<file path="src/tplc_pkg.sv">
`timescale 1ns / 1ps

package tplc_pkg;

  localparam int unsigned EV_W = 11;

  localparam int unsigned EV_UPPER_SET = 0;
  localparam int unsigned EV_UPPER_CLR = 1;
  localparam int unsigned EV_STORE_SET = 2;
  localparam int unsigned EV_STORE_CLR = 3;
  localparam int unsigned EV_DISABLED  = 4;
  localparam int unsigned EV_DRY       = 5;
  localparam int unsigned EV_CYCLING   = 6;
  localparam int unsigned EV_FULL      = 7;
  localparam int unsigned EV_NO_WATER  = 8;
  localparam int unsigned EV_REFILLED  = 9;
  localparam int unsigned EV_SETTLE    = 10;

  localparam int unsigned CFG_IDX_W = 3;

  typedef enum logic [CFG_IDX_W-1:0] {
    CFG_NORMAL_POLL   = 3'd0,
    CFG_FAST_POLL     = 3'd1,
    CFG_DRY_RUN_LIMIT = 3'd2,
    CFG_DRY_HOLD      = 3'd3,
    CFG_SHORT_RUN     = 3'd4,
    CFG_CYCLING_HOLD  = 3'd5,
    CFG_REFILL_SETTLE = 3'd6
  } cfg_index_t;

  localparam logic [9:0]  MS_PER_S = 10'd1000;
  localparam logic [31:0] DELAY_MAX = 32'hFFFF_FFFF;

  typedef struct packed {
    logic [7:0]  normal_poll_seconds;
    logic [7:0]  fast_poll_seconds;
    logic [31:0] dry_run_limit_ms;
    logic [31:0] dry_hold_ms;
    logic [31:0] short_run_ms;
    logic [31:0] cycling_hold_ms;
    logic [31:0] refill_settle_ms;
  } cfg_t;

  localparam cfg_t CFG_RESET = '{
    normal_poll_seconds: 8'd120,
    fast_poll_seconds:   8'd1,
    dry_run_limit_ms:    32'd60000,
    dry_hold_ms:         32'd14400000,
    short_run_ms:        32'd5000,
    cycling_hold_ms:     32'd14400000,
    refill_settle_ms:    32'd60000
  };

  typedef struct packed {
    logic        upper_full_n;
    logic        upper_empty;
    logic        store_full;
    logic        store_empty;
    logic [31:0] now_ms;
  } poll_t;

  typedef struct packed {
    logic            pump_drive;
    logic [3:0]      lamp_bits;
    logic            upper_fault;
    logic            store_fault;
    logic [EV_W-1:0] event_bits;
    logic [31:0]     next_poll_ms;
    logic [31:0]     run_total_ms;
    logic [31:0]     drain_ms;
  } result_t;

endpackage

</file>
<file path="src/tplc_if.sv">
`timescale 1ns / 1ps

interface tplc_poll_if;
  logic        valid;
  logic        ready;
  logic        upper_full_n;
  logic        upper_empty;
  logic        store_full;
  logic        store_empty;
  logic [31:0] now_ms;

  modport source (output valid, upper_full_n, upper_empty, store_full, store_empty, now_ms,
                  input ready);
  modport sink (input valid, upper_full_n, upper_empty, store_full, store_empty, now_ms,
                output ready);
endinterface

interface tplc_result_if;
  logic                       valid;
  logic                       ready;
  logic                       pump_drive;
  logic [3:0]                 lamp_bits;
  logic                       upper_fault;
  logic                       store_fault;
  logic [tplc_pkg::EV_W-1:0]  event_bits;
  logic [31:0]                next_poll_ms;
  logic [31:0]                run_total_ms;
  logic [31:0]                drain_ms;

  modport source (output valid, pump_drive, lamp_bits, upper_fault, store_fault, event_bits,
                         next_poll_ms, run_total_ms, drain_ms,
                  input ready);
  modport sink (input valid, pump_drive, lamp_bits, upper_fault, store_fault, event_bits,
                      next_poll_ms, run_total_ms, drain_ms,
                output ready);
endinterface

interface tplc_cfg_if;
  logic                            valid;
  logic                            ready;
  logic [tplc_pkg::CFG_IDX_W-1:0]  index;
  logic [31:0]                     data;

  modport source (output valid, index, data, input ready);
  modport sink (input valid, index, data, output ready);
endinterface

</file>
<file path="src/tplc_core.sv">
`timescale 1ns / 1ps

module tplc_core (
  input  logic              clk,
  input  logic              rst,
  input  logic              step,
  input  tplc_pkg::poll_t   item,
  input  tplc_pkg::cfg_t    cfg,
  output tplc_pkg::result_t res
);

  logic                      last_store_empty;
  logic                      upper_fault_flag;
  logic                      store_fault_flag;
  logic                      pump_running;
  logic [3:0]                lamps;
  logic [31:0]               run_start_time;
  logic [31:0]               run_time_sum;
  logic [31:0]               cycle_hold;
  logic [31:0]               drain_start_time;
  logic [31:0]               drain_time;

  logic                      pump_running_next;
  logic [3:0]                lamps_next;
  logic [31:0]               run_start_time_next;
  logic [31:0]               run_time_sum_next;
  logic [31:0]               cycle_hold_next;
  logic [31:0]               drain_start_time_next;
  logic [31:0]               drain_time_next;
  logic                      upper_fault_next;
  logic                      store_fault_next;

  logic                      pump_path;
  logic                      dry_stop;
  logic                      start;
  logic                      settle;
  logic                      real_stop;
  logic                      cycling;
  logic [31:0]               run_len;
  logic [31:0]               extra_hold;
  logic [7:0]                poll_s;
  logic [17:0]               poll_ms;
  logic [33:0]               delay;
  logic [tplc_pkg::EV_W-1:0] ev;

  always_comb begin
    upper_fault_next = !item.upper_full_n && item.upper_empty;
    store_fault_next = item.store_full && item.store_empty;

    run_len   = item.now_ms - run_start_time;
    pump_path = item.upper_full_n && item.upper_empty;
    // a store fault blocks the dry check, but that poll stops the pump anyway
    dry_stop  = pump_running && pump_path && !store_fault_next
                && (run_len > cfg.dry_run_limit_ms);
    start     = !pump_running && pump_path && !item.store_empty;
    settle    = start && last_store_empty;
    real_stop = pump_running && (!item.upper_full_n || item.store_empty || dry_stop);
    cycling   = real_stop && (run_len < cfg.short_run_ms);

    pump_running_next = start ? 1'b1 : (real_stop ? 1'b0 : pump_running);

    if (start) begin
      run_start_time_next = item.now_ms + (settle ? cfg.refill_settle_ms : 32'd0);
    end else if (real_stop) begin
      run_start_time_next = '0;
    end else begin
      run_start_time_next = run_start_time;
    end

    run_time_sum_next     = real_stop ? run_time_sum + run_len : run_time_sum;
    drain_start_time_next = real_stop ? item.now_ms : drain_start_time;

    if (!real_stop) begin
      cycle_hold_next = cycle_hold;
    end else if (cycling) begin
      cycle_hold_next = cfg.cycling_hold_ms;
    end else if (cycle_hold == cfg.cycling_hold_ms) begin
      cycle_hold_next = '0;
    end else begin
      cycle_hold_next = cycle_hold;
    end

    // idle stop requests time the drain; a running pump clears it on most paths
    if (!pump_running) begin
      drain_time_next = (!item.upper_full_n || item.store_empty)
                        ? item.now_ms - drain_start_time : drain_time;
    end else if ((!item.upper_full_n && item.store_empty) || (pump_path && !store_fault_next))
    begin
      drain_time_next = '0;
    end else begin
      drain_time_next = drain_time;
    end

    lamps_next = lamps;
    if (!item.upper_full_n) begin
      lamps_next[0] = 1'b1;
    end else if (item.upper_empty) begin
      lamps_next[0] = 1'b0;
    end
    if (!item.upper_empty) begin
      lamps_next[1] = 1'b1;
    end else if (item.upper_full_n) begin
      lamps_next[1] = 1'b0;
    end
    if (!item.store_full) begin
      lamps_next[2] = 1'b0;
    end else if (!item.store_empty) begin
      lamps_next[2] = 1'b1;
    end
    lamps_next[3] = !item.store_empty;

    ev = '0;
    ev[tplc_pkg::EV_UPPER_SET] = upper_fault_next;
    ev[tplc_pkg::EV_UPPER_CLR] = !upper_fault_next && upper_fault_flag;
    ev[tplc_pkg::EV_STORE_SET] = store_fault_next;
    ev[tplc_pkg::EV_STORE_CLR] = !store_fault_next && store_fault_flag;
    ev[tplc_pkg::EV_DISABLED]  = pump_path && store_fault_next;
    ev[tplc_pkg::EV_DRY]       = dry_stop;
    ev[tplc_pkg::EV_CYCLING]   = cycling;
    ev[tplc_pkg::EV_FULL]      = item.store_full && !item.store_empty;
    ev[tplc_pkg::EV_NO_WATER]  = item.store_empty && !last_store_empty;
    ev[tplc_pkg::EV_REFILLED]  = !item.store_empty && last_store_empty;
    ev[tplc_pkg::EV_SETTLE]    = settle;

    // dry stop needs a running pump and settle an idle one, so only one applies
    extra_hold = dry_stop ? cfg.dry_hold_ms : (settle ? cfg.refill_settle_ms : 32'd0);

    // fast poll rate follows the pump state
    poll_s  = pump_running_next ? cfg.fast_poll_seconds : cfg.normal_poll_seconds;
    poll_ms = 18'(poll_s) * 18'(tplc_pkg::MS_PER_S);
    delay   = 34'(poll_ms) + 34'(cycle_hold_next) + 34'(extra_hold);

    res.pump_drive   = pump_running_next;
    res.lamp_bits    = lamps_next;
    res.upper_fault  = upper_fault_next;
    res.store_fault  = store_fault_next;
    res.event_bits   = ev;
    res.next_poll_ms = (delay[33:32] != 2'b00) ? tplc_pkg::DELAY_MAX : delay[31:0];
    res.run_total_ms = run_time_sum_next;
    res.drain_ms     = drain_time_next;
  end

  always_ff @(posedge clk) begin
    if (rst) begin
      last_store_empty <= 1'b0;
      upper_fault_flag <= 1'b0;
      store_fault_flag <= 1'b0;
      pump_running     <= 1'b0;
      lamps            <= '0;
      run_start_time   <= '0;
      run_time_sum     <= '0;
      cycle_hold       <= '0;
      drain_start_time <= '0;
      drain_time       <= '0;
    end else if (step) begin
      last_store_empty <= item.store_empty;
      upper_fault_flag <= upper_fault_next;
      store_fault_flag <= store_fault_next;
      pump_running     <= pump_running_next;
      lamps            <= lamps_next;
      run_start_time   <= run_start_time_next;
      run_time_sum     <= run_time_sum_next;
      cycle_hold       <= cycle_hold_next;
      drain_start_time <= drain_start_time_next;
      drain_time       <= drain_time_next;
    end
  end

endmodule

</file>
<file path="src/tank_pump_level_controller_unit.sv">
`timescale 1ns / 1ps

// Tank pump controller: one poll request (four level switches and a millisecond
// timestamp) in, one result out with the pump drive, lamps, fault flags, event
// bits, the delay to the next poll and the run and drain timers. A poll passes
// through an input register and is evaluated combinationally into the result
// register, so a new poll is taken every cycle while the result side keeps up;
// the result register is loaded when the held poll advances. Configuration registers are
// written through the cfg channel, which is always ready, and must only be
// written while no poll is in flight; writes to an unused index are dropped.
module tank_pump_level_controller_unit (
  input logic           clk,
  input logic           rst,
  tplc_poll_if.sink     poll,
  tplc_result_if.source result,
  tplc_cfg_if.sink      cfg
);

  tplc_pkg::cfg_t    cfg_regs;
  tplc_pkg::poll_t   hold_item;
  logic              hold_valid;
  tplc_pkg::result_t res_q;
  logic              res_valid;
  tplc_pkg::result_t core_res;
  logic              advance;

  assign advance    = hold_valid && (!res_valid || result.ready);
  assign poll.ready = !hold_valid || advance;
  assign cfg.ready  = 1'b1;

  always_ff @(posedge clk) begin
    if (rst) begin
      cfg_regs <= tplc_pkg::CFG_RESET;
    end else if (cfg.valid) begin
      unique case (cfg.index)
        tplc_pkg::CFG_NORMAL_POLL:   cfg_regs.normal_poll_seconds <= cfg.data[7:0];
        tplc_pkg::CFG_FAST_POLL:     cfg_regs.fast_poll_seconds   <= cfg.data[7:0];
        tplc_pkg::CFG_DRY_RUN_LIMIT: cfg_regs.dry_run_limit_ms    <= cfg.data;
        tplc_pkg::CFG_DRY_HOLD:      cfg_regs.dry_hold_ms         <= cfg.data;
        tplc_pkg::CFG_SHORT_RUN:     cfg_regs.short_run_ms        <= cfg.data;
        tplc_pkg::CFG_CYCLING_HOLD:  cfg_regs.cycling_hold_ms     <= cfg.data;
        tplc_pkg::CFG_REFILL_SETTLE: cfg_regs.refill_settle_ms    <= cfg.data;
        default: begin
        end
      endcase
    end
  end

  always_ff @(posedge clk) begin
    if (rst) begin
      hold_valid <= 1'b0;
    end else if (poll.valid && poll.ready) begin
      hold_valid <= 1'b1;
    end else if (advance) begin
      hold_valid <= 1'b0;
    end
  end

  always_ff @(posedge clk) begin
    if (poll.valid && poll.ready) begin
      hold_item.upper_full_n <= poll.upper_full_n;
      hold_item.upper_empty  <= poll.upper_empty;
      hold_item.store_full   <= poll.store_full;
      hold_item.store_empty  <= poll.store_empty;
      hold_item.now_ms       <= poll.now_ms;
    end
  end

  tplc_core u_core (
    .clk  (clk),
    .rst  (rst),
    .step (advance),
    .item (hold_item),
    .cfg  (cfg_regs),
    .res  (core_res)
  );

  always_ff @(posedge clk) begin
    if (rst) begin
      res_valid <= 1'b0;
    end else if (advance) begin
      res_valid <= 1'b1;
    end else if (result.ready) begin
      res_valid <= 1'b0;
    end
  end

  always_ff @(posedge clk) begin
    if (advance) begin
      res_q <= core_res;
    end
  end

  assign result.valid        = res_valid;
  assign result.pump_drive   = res_q.pump_drive;
  assign result.lamp_bits    = res_q.lamp_bits;
  assign result.upper_fault  = res_q.upper_fault;
  assign result.store_fault  = res_q.store_fault;
  assign result.event_bits   = res_q.event_bits;
  assign result.next_poll_ms = res_q.next_poll_ms;
  assign result.run_total_ms = res_q.run_total_ms;
  assign result.drain_ms     = res_q.drain_ms;

endmodule

</file>
<file path="src/flat_wrapper.sv">
// flat-port wrapper written by rule: the top's interface ports become plain ports
module tank_pump_level_controller_unit_flat 
  (clk, rst, poll_valid, poll_upper_full_n, poll_upper_empty, poll_store_full, poll_store_empty, poll_now_ms, poll_ready, result_valid, result_pump_drive, result_lamp_bits, result_upper_fault, result_store_fault, result_event_bits, result_next_poll_ms, result_run_total_ms, result_drain_ms, result_ready, cfg_valid, cfg_index, cfg_data, cfg_ready);
  tplc_poll_if poll_i ();
  tplc_result_if result_i ();
  tplc_cfg_if cfg_i ();
  input logic clk;
  input logic rst;
  input wire logic [$bits(poll_i.valid)-1:0] poll_valid;
  input wire logic [$bits(poll_i.upper_full_n)-1:0] poll_upper_full_n;
  input wire logic [$bits(poll_i.upper_empty)-1:0] poll_upper_empty;
  input wire logic [$bits(poll_i.store_full)-1:0] poll_store_full;
  input wire logic [$bits(poll_i.store_empty)-1:0] poll_store_empty;
  input wire logic [$bits(poll_i.now_ms)-1:0] poll_now_ms;
  output wire logic [$bits(poll_i.ready)-1:0] poll_ready;
  output wire logic [$bits(result_i.valid)-1:0] result_valid;
  output wire logic [$bits(result_i.pump_drive)-1:0] result_pump_drive;
  output wire logic [$bits(result_i.lamp_bits)-1:0] result_lamp_bits;
  output wire logic [$bits(result_i.upper_fault)-1:0] result_upper_fault;
  output wire logic [$bits(result_i.store_fault)-1:0] result_store_fault;
  output wire logic [$bits(result_i.event_bits)-1:0] result_event_bits;
  output wire logic [$bits(result_i.next_poll_ms)-1:0] result_next_poll_ms;
  output wire logic [$bits(result_i.run_total_ms)-1:0] result_run_total_ms;
  output wire logic [$bits(result_i.drain_ms)-1:0] result_drain_ms;
  input wire logic [$bits(result_i.ready)-1:0] result_ready;
  input wire logic [$bits(cfg_i.valid)-1:0] cfg_valid;
  input wire logic [$bits(cfg_i.index)-1:0] cfg_index;
  input wire logic [$bits(cfg_i.data)-1:0] cfg_data;
  output wire logic [$bits(cfg_i.ready)-1:0] cfg_ready;
  assign poll_i.valid = poll_valid;
  assign poll_i.upper_full_n = poll_upper_full_n;
  assign poll_i.upper_empty = poll_upper_empty;
  assign poll_i.store_full = poll_store_full;
  assign poll_i.store_empty = poll_store_empty;
  assign poll_i.now_ms = poll_now_ms;
  assign poll_ready = poll_i.ready;
  assign result_valid = result_i.valid;
  assign result_pump_drive = result_i.pump_drive;
  assign result_lamp_bits = result_i.lamp_bits;
  assign result_upper_fault = result_i.upper_fault;
  assign result_store_fault = result_i.store_fault;
  assign result_event_bits = result_i.event_bits;
  assign result_next_poll_ms = result_i.next_poll_ms;
  assign result_run_total_ms = result_i.run_total_ms;
  assign result_drain_ms = result_i.drain_ms;
  assign result_i.ready = result_ready;
  assign cfg_i.valid = cfg_valid;
  assign cfg_i.index = cfg_index;
  assign cfg_i.data = cfg_data;
  assign cfg_ready = cfg_i.ready;
  tank_pump_level_controller_unit u_core (.clk(clk), .rst(rst), .poll(poll_i), .result(result_i), .cfg(cfg_i));
endmodule
</file>
<file path="config.mk">
export PLATFORM = sky130hd
export DESIGN_NAME = tank_pump_level_controller_unit_flat
export DESIGN_NICKNAME = d
export VERILOG_FILES = /design/src/tplc_pkg.sv /design/src/tplc_if.sv /design/src/tplc_core.sv /design/src/tank_pump_level_controller_unit.sv /design/src/flat_wrapper.sv
export SDC_FILE = /design/constraint.sdc
export NUM_CORES = 2
export LEC_CHECK = 0
export BUFFER_PORTS_ARGS = -buffer_cell sky130_fd_sc_hd__buf_2
export CAP_MARGIN = 20
export CORE_MARGIN = 2
export CORE_UTILIZATION = 30
export DETAILED_ROUTE_END_ITERATION = 10
export SLEW_MARGIN = 0
export SYNTH_ARGS = -nofsm -noshare
export SYNTH_HDL_FRONTEND = slang
export SYNTH_SLANG_ARGS = --single-unit
</file>
<file path="constraint.sdc">
create_clock -name clk -period 11 [get_ports clk]
set_input_delay 1.1 -clock clk [delete_from_list [all_inputs] [get_ports clk]]
set_output_delay 1.1 -clock clk [all_outputs]
set_load 0.05 [all_outputs]
</file>
==> impl_metrics.tcl <==
set metrics [dict create \
    insertion_delay_ns 0.63 \
    synth_nets 3826 \
    crit_type "reg -> reg" \
    io_buffers 191 \
    fillers 10256 \
    hold_depth 2 \
    crit_path_end_kind "flop" \
    synth_area_leaders "dfxtp_1 (23%), edfxtp_1 (15%), ha_1 (11%), nand2_1 (6.7%), a21oi_1 (5.7%)" \
    final_nets 4169 \
    cp.arrival_ns 12.04 \
    cts-root-buf "clkbuf_16" \
    place_congestion 0.882 \
    synthFlopType "dfxtp_1" \
    coreArea_sq_um 99900 \
    seq_area_sq_um 11400 \
    tritoncts "done" \
    first_global_vias 24291 \
    worstSetupStartpointType "flop" \
    synth_edf_count 148 \
    routedWlPerCell_um 18.3 \
    drv_slew 0 \
    fin_crit_ns 11.67 \
    grt-ovfl-total 0 \
    firstDrtPassIters 5 \
    ctsHoldBuffers 0 \
    ys_ff_latch 493 \
    cts_sinks 493 \
    ant_nets 0 \
    drt_iter0_markers 2176 \
    cap_violations 0 \
    mostFrequentLayoutCells "nand2_1 (530), dfxtp_1 (345), a21oi_1 (336)" \
    setup_violations 32 \
    grt_usage_pct 17.7 \
    p_leak_nw 15.4 \
    fin_ws_ns -0.672 \
    multiInputGateArea_sq_um 17700 \
    syn_inst 3436 \
    start_util_pct 30.2 \
    die_h_um 321 \
    power_density_nw_per_um2 153 \
    syn_area_sq_um 30100 \
    area_delta_synth_final_pct 20.8 \
    path_max_fanout 6 \
    hold_viol_final 0 \
    rr_worst_depth 51 \
    post_route_cells_drive_above_1_share_pct 17.9 \
    slowest_delay_ns 0.56 \
    violations "setup timing" \
    rsz0062_at_grt "true" \
    status "finished with violations" \
    grt_pass1_wl_um 143000 \
    utilization_pct 36.4 \
    ys_warn_count 0 \
    fmax_mhz 85.7 \
    vias_per_cell 5.05 \
    path_buf_inv 9 \
    fin_setup_tns_ns -20.83 \
    die_area_sq_um 103000 \
    critPathSlowestCell "fa_1" \
    skew_ns 0.0265 \
    cp_top_family "compound AO/OA/AOI/OAI gates" \
    clk_pin_slew_ns 0.06 \
    yosys.area.top_type_share_pct 22.9 \
    antenna_found_initial 15 \
    tightestPinTransition_ns 1.12 \
    hpwl_um 70100 \
    async_reset_ff_share_pct 0 \
    avgSynthCellArea_sq_um 8.77 \
    cts_made_buffers 58 \
    ys_types 91 \
    mostFrequentLayoutCell "nand2_1" \
    dr_total_vias 25881 \
    hold_path_class "reg -> reg" \
    ir_worst_vdd_uv 184 \
    ys_seq_area_share_pct 37.7 \
    synth_area_leader_cell "dfxtp_1" \
    slew_headroom_pct 25.0 \
    grt_max_degree 86 \
    fp.dieW_um 321 \
    row_count 116 \
    drc 0 \
    clock_path_buffers 3 \
    finalCritPeriodShare_pct 106 \
    ioPinCount 193 \
    cp_num_cells 51 \
    required_ns 11.37 \
    routed_wl_um 93800 \
    h-tree-depth 2 \
]
final cells by class:
type                    instances  share of cell area (%)
multi-input cells            2562                    48.8
flip-flops and latches        493                    31.2
repair buffers                432                    7.88
well taps                    1298                    4.46
clock buffers                  79                    4.46
inverters                     232                    2.41
clock inverters                30                   0.832
diodes                          3                  0.0206
through the flow:
stage / hold WS [ns] / setup slack, ns / area, sq um / instances / total power, mW
after global routing: 0.466 / -1.07 / 36400 / 5126 / 5.83
after detailed placement: 0.442 / -0.961 / 34000 / 5003 / 3.54
after floorplan: 0.432 / -0.230 / 30300 / 3436 / 3.00
after global placement: 0.437 / -0.816 / 34000 / 5003 / 3.53
after CTS: 0.450 / -0.710 / 36200 / 5123 / 5.54
final: 0.449 / -0.672 / 36400 / 5129 / 5.56
metal layers:
| layer | share of wire (%) | up-vias | track usage [%] |
|---|---|---|---|
| li1 | - | 12746 | - |
| met1 | 47 | 12250 | 25.2 |
| met2 | 45 | 741 | 28.2 |
| met3 | 6.5 | 124 | 2.80 |
| met4 | 1.9 | 20 | 3.81 |
| met5 | 0.14 | - | 0 |
cell usage after synthesis (67+ instances only):
master and instances:
inv_1 232, ha_1 273, edfxtp_1 148, dfxtp_1 345, nand2_1 536, a22o_1 67, a21o_1 94, o21ai_0 123
clkbuf_1 133, a21oi_1 346, nor2_1 220, xnor2_1 120
state kept, by name (all words and copies together), names as in the netlist, 3 cells and up:
register,flops
u_core.cfg_regs,176
u_core.hold_item,36
u_core.result.drain_ms,32
u_core.result.event_bits,11
u_core.result.lamp_bits,4
u_core.result.next_poll_ms,32
u_core.result.run_total_ms,32
u_core.u_core.cycle_hold,32
u_core.u_core.drain_start_time,32
u_core.u_core.drain_time,32
u_core.u_core.lamps,3
u_core.u_core.run_start_time,32
u_core.u_core.run_time_sum,32
worst min-delay path: stages, from the launching register on:
cell	delay [ns]
dfxtp_1	0.30
nand2_1	0.05
a21oi_1	0.05
worst paths after layout:
kind / slack [ns] / end / from
worst max-delay path: -0.67 / u_core.result.next_poll_ms[12]$_SDFFCE_PP1P_ / u_core.hold_item[0]$_DFFE_PP_
worst min-delay path: 0.45 / u_core.cfg_regs[2]$_SDFFE_PP0P_ / u_core.cfg_regs[2]$_SDFFE_PP0P_
worst max register to register: -0.67 / u_core.result.next_poll_ms[12]$_SDFFCE_PP1P_ / u_core.hold_item[0]$_DFFE_PP_
worst min register to register: 0.45 / u_core.cfg_regs[2]$_SDFFE_PP0P_ / u_core.cfg_regs[2]$_SDFFE_PP0P_
logic make-up after synthesis:
group / synth area share, %
and+or+nand+nor: 16.4
AOI/OAI and AO/OA: 19.1
DFF: 37.7
buffers and inverters: 4.93
adders and majority gates: 14.1
xor gates and xnor gates: 5.00
muxes: 2.86
other: 0.0124
timing repair:
item                       CTS  global route
pin swaps                   31            41
gates resized for setup     24            37
gates cloned                 2             1
setup buffers                9             3
setup endpoints to repair   32            32
power by group:
part | leakage (nW) | switching (mW) | internal [mW] | total [mW]
clock | 0.952 | 0.818 | 1.15 | 1.97
sequential | 4.23 | 0.0371 | 1.96 | 2.00
combinational | 10.3 | 0.900 | 0.686 | 1.59
Note: power is estimated with default switching activity, not from simulation.
